File: config.mk
export PLATFORM = sky130hd
export DESIGN_NAME = largest_divisible_subset_top
export DESIGN_NICKNAME = d
export VERILOG_FILES = /design/src/sv/lds_pkg.sv /design/src/sv/lds_ram.sv /design/src/sv/lds_div.sv /design/src/sv/largest_divisible_subset_top.sv
export SDC_FILE = /design/constraint.sdc
export NUM_CORES = 2
export LEC_CHECK = 0
export BUFFER_PORTS_ARGS = -buffer_cell sky130_fd_sc_hd__buf_2
export CAP_MARGIN = 25
export CORE_MARGIN = 2
export CORE_UTILIZATION = 55
export CTS_BUF_LIST = sky130_fd_sc_hd__clkbuf_16
export DETAILED_ROUTE_END_ITERATION = 6
export PLACE_DENSITY = 0.71
export SLEW_MARGIN = 5
export SYNTH_ARGS = -nofsm -noshare
export SYNTH_HDL_FRONTEND = slang
export SYNTH_SLANG_ARGS = --single-unit
File: constraint.sdc
create_clock -name clk -period 7 [get_ports clk]
set_input_delay 1.4 -clock clk [delete_from_list [all_inputs] [get_ports clk]]
set_output_delay 1.4 -clock clk [all_outputs]
set_load 0.02 [all_outputs]
File: src/sv/lds_pkg.sv
// package for the largest divisible subset block
// types and constants shared by the divider, top level and checker; no dependencies
package lds_pkg;
  localparam int MaxItems = 32;
  localparam int IdxW = $clog2(MaxItems);
  localparam int CntW = $clog2(MaxItems + 1);
  localparam int ValW = 31;

  // request and reply of the shared remainder unit
  typedef struct packed {
    logic            start;
    logic [ValW-1:0] dividend;
    logic [ValW-1:0] divisor;
  } div_req_t;

  typedef struct packed {
    logic done;
    logic zero_rem;
  } div_rsp_t;
endpackage

File: src/sv/lds_ram.sv
// generic single port ram with registered read
// no dependencies
module lds_ram #(
  parameter int Width = 8,
  parameter int Depth = 32
) (
  input  logic                     clk,
  input  logic                     we,
  input  logic [$clog2(Depth)-1:0] addr,
  input  logic [Width-1:0]         wdata,
  output logic [Width-1:0]         rdata
);
  logic [Width-1:0] mem [Depth];

  always_ff @(posedge clk) begin
    if (we) begin
      mem[addr] <= wdata;
    end
    rdata <= mem[addr];
  end
endmodule

File: src/sv/lds_div.sv
// bit-serial restoring remainder unit, one quotient bit per cycle
// depends on lds_pkg
module lds_div (
  input  logic             clk,
  input  logic             rst,
  input  lds_pkg::div_req_t req,
  output lds_pkg::div_rsp_t rsp
);
  localparam int W = lds_pkg::ValW;

  logic [W-1:0] dvd;
  logic [W-1:0] dvs;
  logic [W:0]   rem;
  logic [$clog2(W+1)-1:0] cnt;
  logic         busy;
  logic         done;
  logic [W:0]   trial;
  logic [W:0]   shifted;

  always_comb begin
    shifted = {rem[W-1:0], dvd[W-1]};
    trial   = shifted - {1'b0, dvs};
  end

  always_ff @(posedge clk) begin
    if (rst) begin
      busy <= 1'b0;
      done <= 1'b0;
    end else begin
      done <= 1'b0;
      if (req.start) begin
        busy <= 1'b1;
        dvd  <= req.dividend;
        dvs  <= req.divisor;
        rem  <= '0;
        cnt  <= '0;
      end else if (busy) begin
        rem <= trial[W] ? shifted : trial;
        dvd <= {dvd[W-2:0], 1'b0};
        cnt <= cnt + 1'b1;
        if (cnt == ($clog2(W+1))'(W - 1)) begin
          busy <= 1'b0;
          done <= 1'b1;
        end
      end
    end
  end

  assign rsp = '{done: done, zero_rem: (rem == '0)};
endmodule

File: src/sv/largest_divisible_subset_top.sv
// largest divisible subset, top level: load sequencer, chain dp, emitter
// depends on lds_pkg, lds_ram, lds_div
//
// usage
//   input channel s_axis: tdata holds value, tlast marks the last value of a set.
//   output channel m_axis: tdata holds member, tlast marks the final member,
//   tuser holds the overflow flag of the set.
//   values are kept sorted by insertion; each load reads and shifts up every
//   stored value that is greater than the new one.
//   on the last beat the chain dp runs over all pairs j<i; each pair takes
//   a ram read, an operand hand-off and a remainder in the shared unit.
//   the chain is then walked backwards into a small buffer and emitted in
//   ascending order, one beat per cycle when ready.
//   s_axis tready is low for the whole of this work; only one set is worked on
//   at a time.
//   values beyond 32 are dropped and overflow is set on every member of the set.
//   a stalled receiver simply holds the output beat; nothing is lost.
//   reset clears the sequencer and counts; the stores need no clearing.
module largest_divisible_subset_top (
  input  logic        clk,
  input  logic        rst,
  input  logic        s_axis_tvalid,
  output logic        s_axis_tready,
  input  logic [31:0] s_axis_tdata,   // [30:0] value, [31] zero
  input  logic        s_axis_tlast,   // last
  output logic        m_axis_tvalid,
  input  logic        m_axis_tready,
  output logic [31:0] m_axis_tdata,   // [30:0] member, [31] zero
  output logic        m_axis_tlast,   // final_res
  output logic        m_axis_tuser    // overflow
);
  localparam int IW = lds_pkg::IdxW;
  localparam int CW = lds_pkg::CntW;
  localparam int VW = lds_pkg::ValW;
  localparam int N  = lds_pkg::MaxItems;

  typedef enum logic [12:0] {
    S_IDLE  = 13'b0000000000001,
    S_INS_R = 13'b0000000000010, // read entry pos-1
    S_INS_C = 13'b0000000000100, // compare and shift up
    S_I_RD  = 13'b0000000001000, // read value i
    S_I_LAT = 13'b0000000010000,
    S_J_RD  = 13'b0000000100000, // read value and length j
    S_J_DIV = 13'b0000001000000, // wait for remainder
    S_I_WR  = 13'b0000010000000, // write length and predecessor of i
    S_W_RD  = 13'b0000100000000, // backtrack read
    S_W_LAT = 13'b0001000000000,
    S_OUT   = 13'b0010000000000,
    S_LEN   = 13'b0100000000000, // read best length
    S_LEN_L = 13'b1000000000000
  } state_t;

  state_t state;

  // stores
  logic          v_we, m_we;
  logic [IW-1:0] v_addr, m_addr;
  logic [VW-1:0] v_wdata, v_rdata;
  logic [2*CW-1:0] m_wdata, m_rdata; // {length, predecessor}

  lds_ram #(.Width(VW), .Depth(N)) u_vals (
    .clk(clk), .we(v_we), .addr(v_addr), .wdata(v_wdata), .rdata(v_rdata)
  );
  lds_ram #(.Width(2*CW), .Depth(N)) u_meta (
    .clk(clk), .we(m_we), .addr(m_addr), .wdata(m_wdata), .rdata(m_rdata)
  );

  lds_pkg::div_req_t div_req;
  lds_pkg::div_rsp_t div_rsp;
  lds_div u_div (.clk(clk), .rst(rst), .req(div_req), .rsp(div_rsp));

  logic [CW-1:0] count;
  logic          dropped;
  logic          run_after;  // last seen on the value being inserted
  logic [VW-1:0] new_val;
  logic [CW-1:0] pos;
  logic [CW-1:0] i, j;
  logic [VW-1:0] vi, vj;
  logic [CW-1:0] len_i, pred_i, len_j;
  logic [CW-1:0] best_len;
  logic [IW-1:0] best_end;
  logic [IW-1:0] idx;
  logic [CW-1:0] k, out_len, out_k;
  logic [VW-1:0] chain [N];     // output buffer, one slot per chain member
  logic          div_wait;
  logic          div_busy_q;
  logic          div_go;

  assign s_axis_tready = (state == S_IDLE) && !m_axis_tvalid;

  always_comb begin
    v_we    = 1'b0;
    v_addr  = '0;
    v_wdata = new_val;
    m_we    = 1'b0;
    m_addr  = '0;
    m_wdata = {len_i, pred_i};
    case (state)
      S_INS_R: v_addr = IW'(pos - 1'b1);
      S_INS_C: begin
        if (pos != '0 && v_rdata > new_val) begin
          v_addr = pos[IW-1:0];
          v_wdata = v_rdata;
        end else begin
          v_addr = pos[IW-1:0];
        end
        v_we = 1'b1;
      end
      S_I_RD, S_I_LAT: v_addr = i[IW-1:0];
      S_J_RD, S_J_DIV: begin
        v_addr = j[IW-1:0];
        m_addr = j[IW-1:0];
      end
      S_I_WR: begin
        m_addr = i[IW-1:0];
        m_we   = 1'b1;
      end
      S_LEN, S_LEN_L: m_addr = best_end;
      S_W_RD, S_W_LAT: begin
        v_addr = idx;
        m_addr = idx;
      end
      default: ;
    endcase
  end

  always_ff @(posedge clk) begin
    if (rst) begin
      state         <= S_IDLE;
      count         <= '0;
      dropped       <= 1'b0;
      m_axis_tvalid <= 1'b0;
      best_end      <= '0;
    end else begin
      case (state)
        S_IDLE: begin
          if (m_axis_tvalid) begin
            if (m_axis_tready) begin
              if (out_k + 1'b1 == out_len) begin
                m_axis_tvalid <= 1'b0;
                count   <= '0;
                dropped <= 1'b0;
              end else begin
                out_k        <= out_k + 1'b1;
                m_axis_tdata <= {1'b0, chain[IW'(out_k + 1'b1)]};
                m_axis_tlast <= (out_k + 2'd2 == out_len);
              end
            end
          end else if (s_axis_tvalid) begin
            new_val   <= s_axis_tdata[VW-1:0];
            run_after <= s_axis_tlast;
            if (count == CW'(N)) begin
              dropped <= 1'b1;
              if (s_axis_tlast) begin
                i <= '0; best_len <= '0; best_end <= '0;
                state <= S_I_RD;
              end
            end else begin
              pos   <= count;
              state <= (count == '0) ? S_INS_C : S_INS_R;
            end
          end
        end
        S_INS_R: state <= S_INS_C;
        S_INS_C: begin
          if (pos != '0 && v_rdata > new_val) begin
            pos   <= pos - 1'b1;
            state <= (pos == CW'(1)) ? S_INS_C : S_INS_R;
          end else begin
            count <= count + 1'b1;
            if (run_after) begin
              i <= '0; best_len <= '0; best_end <= '0;
              state <= S_I_RD;
            end else begin
              state <= S_IDLE;
            end
          end
        end
        S_I_RD: begin
          if (i == count) begin
            state <= S_LEN;
          end else begin
            state <= S_I_LAT;
          end
        end
        S_I_LAT: begin
          vi     <= v_rdata;
          len_i  <= CW'(1);
          pred_i <= i;
          j      <= '0;
          state  <= (i == '0) ? S_I_WR : S_J_RD;
        end
        S_J_RD: begin
          div_wait <= 1'b0;
          state    <= S_J_DIV;
        end
        S_J_DIV: begin
          if (!div_wait) begin
            vj     <= v_rdata;
            len_j  <= m_rdata[2*CW-1:CW];
            div_wait <= 1'b1;
          end else if (div_rsp.done) begin
            if (vj != '0 && div_rsp.zero_rem && len_j + 1'b1 > len_i) begin
              len_i  <= len_j + 1'b1;
              pred_i <= j;
            end
            j <= j + 1'b1;
            state <= (j + 1'b1 == i) ? S_I_WR : S_J_RD;
          end
        end
        S_I_WR: begin
          if (len_i > best_len) begin
            best_len <= len_i;
            best_end <= i[IW-1:0];
          end
          i     <= i + 1'b1;
          state <= S_I_RD;
        end
        S_LEN: state <= S_LEN_L;
        S_LEN_L: begin
          out_len <= best_len;
          k       <= best_len;
          idx     <= best_end;
          state   <= S_W_RD;
        end
        S_W_RD: state <= S_W_LAT;
        S_W_LAT: begin
          chain[IW'(k - 1'b1)] <= v_rdata;
          idx <= m_rdata[IW-1:0];
          k   <= k - 1'b1;
          state <= (k == CW'(1)) ? S_OUT : S_W_RD;
        end
        S_OUT: begin
          out_k         <= '0;
          m_axis_tdata  <= {1'b0, chain[0]};
          m_axis_tlast  <= (out_len == CW'(1));
          m_axis_tuser  <= dropped;
          m_axis_tvalid <= 1'b1;
          state         <= S_IDLE;
        end
        default: state <= S_IDLE;
      endcase
    end
  end

  // start pulse for the remainder unit once operands are latched
  assign div_go = (state == S_J_DIV) && div_wait && !div_busy_q;
  always_ff @(posedge clk) begin
    if (rst) begin
      div_busy_q <= 1'b0;
    end else if (state == S_J_DIV && !div_wait) begin
      div_busy_q <= 1'b0;
    end else if (div_go) begin
      div_busy_q <= 1'b1;
    end
  end

  // a zero divisor never counts, so divide by one to keep the unit defined
  always_comb begin
    div_req.start    = div_go;
    div_req.dividend = vi;
    div_req.divisor  = (vj == '0) ? VW'(1) : vj;
  end
endmodule

==> impl_metrics.csv <==
group,metric,value,unit
status,status,"completed",
critical_path,worstPathRequired,7.78,ns
floorplanning,die_area,0.198,mm^2
logic_synthesis,post_synth.cell_area_avg,17.8,um^2
power_and_ir_drop,power_density,299,mW/mm^2
clock_network,path_clk_slew,0.06,ns
drt,antenna_left,0,
logic_synthesis,synth.most_common_cell,"edfxtp_1",
logic_synthesis,ys_async_sr_fraction,0,
finish,syn_to_final_growth,12.7,%
place,dp_hpwl,143,mm
logic_synthesis,yosysSeqAreaShare,0.751,
hold_path,min_to,"len_j[1]$_DFFE_PP_",
logic_synthesis,synth_edf_count,2627,
clock_network,cts_sinks,2698,
timing,finalMaxSlewViolations,0,
critical_path,worstSetupPathType,"reg -> reg",
global_route,grt_use_total,0.265,
timing,skew,0.0659,ns
timing,hold_slack,0.386,ns
clock_network,hold_buffers,0,
drt,drt_iter0_drc,7130,
drt,drtPass1Iterations,6,
logic_synthesis,synth.net_count,6139,
floorplanning,start_util,0.555,
logic_synthesis,yosys.area.top_type_share,0.738,
logic_synthesis,syn_inst,6011,
drt,wirelength,264,mm
critical_path,critPathLaunchType,"register",
timing,max_freq,198,MHz
floorplanning,io-pin-count,73,
finish,final.fill_count,13100,
global_route,grt_max_degree,142,
critical_path,rrSetupSlack,1.95,ns
critical_path,r2r_end,"u_vals.rdata[17]$_DFF_P_",
clock_network,postCtsSetupRepairBufs,0,
drt,wire_per_inst,29.4,um
critical_path,arrival,5.83,ns
floorplanning,fp.dieW,445,um
clock_network,cts_buffers,287,
logic_synthesis,synthTopCellsByCount,"edfxtp_1, mux2i_1, nand2_1",
global_route,grt_pass1_vias,56000,
finish,seq_area,0.0803,mm^2
logic_synthesis,dominantRegCellSynth,"edfxtp_1",
clock_network,h-tree-depth,5,
clock_network,ctsResizeCount,0,
logic_synthesis,synth_cell_type_count,84,
logic_synthesis,ys_seq_elements,2698,
hold_path,min_from,"u_meta.rdata[7]$_DFF_P_",
drt,vias,57500,
hold_path,hold_depth,0,
timing,period_share,0.721,
clock_network,cts_max_path_buffers,4,
logic_synthesis,ys_top_cells_by_area,"edfxtp_1, mux4_2, mux2i_1",
flow_run,drv_cap,0,
logic_synthesis,yosysTopAreaCell,"edfxtp_1",
timing,hold_violations,0,
logic_synthesis,yosys_warnings,0,
power_and_ir_drop,leakage,38.6,nW
floorplanning,die_h,445,um
timing,worst_pin_slew,1.21,ns
floorplanning,num_rows,161,
place,gp_congestion,0.874,
timing,setup_viol,0,
critical_path,crit_fanout,55,
place,port_buffers,70,
logic_synthesis,syn-cell-area,0.107,mm^2
critical_path,end_kind,"register",
clock_network,insertion_delay,0.93,ns
timing,slew_headroom,0.193,
clock_network,cts_tree,"built",
clock_network,cts_root_buf,"clkbuf_16",
hold_path,hp-class,"reg -> reg",
finish,layout.nets,6376,
timing,fin_setup_tns,0,ns
critical_path,r2r_cells,11,
floorplanning,core_area,0.193,mm^2
global_route,overflow,0,
global_route,antenna_found_initial,10,
global_route,grt_pass1_wl,381,mm
timing,rsz0062_at_grt,"no",
drt,drc,0,
finish,multi_input_area,0.0254,mm^2
critical_path,r2r_start,"state[2]$_SDFFE_PP0P_",
power_and_ir_drop,ir_drop,0.000266,V
finish,drive_gt1_frac,0.174,
drt,vias_per_cell,6.40,
timing,post-route-min-period,5.05,ns
-- layout by cell type (no fill, tap or decap), types with 11 or more instances in the layout --
cell       netlist  layout
clkinv_2         0      34
inv_1          100     163
a311oi_1        18      18
nor3_1          25      24
a221oi_1        16      16
o21a_1          16      16
buf_4           32     176
nor4_1          84      84
mux2i_1        584     584
nand2b_1        22      22
a211oi_1        56      56
and3_1          16      16
a22oi_1         19      19
buf_16           0      11
a21o_1          22      22
nand3_1        105      89
nor2b_1         19      18
o22ai_1        255     255
a31oi_1         22      22
nand3_2          2      16
o21ai_0         50      49
nor2_1         266     199
xor2_1          41      38
xnor2_1         37      37
edfxtp_1      2627    2627
dfxtp_1         71      71
and2_1          48      48
bufinv_16        0      23
nand4_1         28      28
buf_2          111      73
ha_1            90      89
clkinv_1         1      64
nand2_1        390     390
a21oi_1        160     159
nor2_4           0      66
or3_1           15      15
mux2_2          35      35
clkbuf_16        0     294
mux4_2         310     310
-- registers in the layout, indices dropped and copies added (netlist names), 32 cells and up --
name and flops:
chain 992, u_vals.mem 992, u_div.rem 32, u_meta.mem 352
-- report_power, final --
group	leakage (nW)	switching, mW	internal (mW)
combinational	9.82	2.09	0.649
clock	4.57	6.00	8.43
sequential	24.3	0.127	18.7
total	38.6	8.22	27.8
-- layout make-up --
type / count / area share
sequential: 2698 / 0.667
multi-input combinational: 2878 / 0.211
clock buffer: 294 / 0.0611
tap: 2526 / 0.0262
timing repair buffer: 282 / 0.0194
clock inverter: 203 / 0.0125
inverter: 101 / 0.00315
antenna: 3 / 0.0000623
-- per-stage QoR --
step / worst slack [ns] / total power [mW] / instance area (um^2) / instances / util
after detailed placement: 2.07 / 21.9 / 111000 / 8456 / 0.577
after CTS: 2.04 / 36.1 / 120000 / 8953 / 0.623
after global routing: 1.70 / 36.9 / 120000 / 8982 / 0.625
after floorplan: 1.83 / 20.7 / 107000 / 6011 / -
final: 1.95 / 36.0 / 120000 / 8985 / 0.625
after global placement: 2.12 / 21.7 / 111000 / 8433 / 0.575
-- how the worst max path moves through the flow --
| stage | startpoint | end | slack, ns | cells after the start |
|---|---|---|---|---|
| floorplan | rst | u_div.cnt[0]$_SDFFCE_PP0P_ | 1.83 | 3 |
| detailed placement | state[2]$_SDFFE_PP0P_ | u_vals.rdata[17]$_DFF_P_ | 2.07 | 11 |
| CTS | state[12]$_SDFFE_PP0P_ | s_axis_tready | 2.04 | 5 |
| finish | state[2]$_SDFFE_PP0P_ | u_vals.rdata[17]$_DFF_P_ | 1.95 | 11 |
| global placement | state[2]$_SDFFE_PP0P_ | u_vals.rdata[17]$_DFF_P_ | 2.12 | 11 |
| global route | state[12]$_SDFFE_PP0P_ | u_vals.rdata[17]$_DFF_P_ | 1.70 | 9 |
-- kinds of logic after synthesis --
| logic type | Yosys count | share of synthesized area |
|---|---|---|
| other | 1 | 0.0000351 |
| xor gates and xnor gates | 79 | 0.00654 |
| muxes | 929 | 0.124 |
| and+or+nand+nor | 1073 | 0.0470 |
| buffers and inverters | 435 | 0.0180 |
| AOI/OAI and AO/OA | 705 | 0.0428 |
| DFF | 2698 | 0.751 |
| adders and majority gates | 91 | 0.0107 |
-- metal layers --
metal / global-route usage / vias up / wire length [um]
li1: - / 24400 / -
met4: 0.0916 / 2 / 8930
met3: 0.0420 / 561 / 22700
met5: 0 / - / 45
met2: 0.435 / 2879 / 129000
met1: 0.365 / 29600 / 103000
-- worst max-delay path: stages, from the launching register on --
cell and delay, ns:
dfxtp_1 0.45, nor3_2 0.42, and4_4 0.32, and2_1 0.40
a21oi_2 0.23, o21ai_4 0.33, buf_4 0.88, buf_4 0.90
mux2i_1 0.27, o22ai_1 0.11, nor4_1 0.43, nand2_1 0.09
Note: power is estimated with default switching activity, not from simulation.
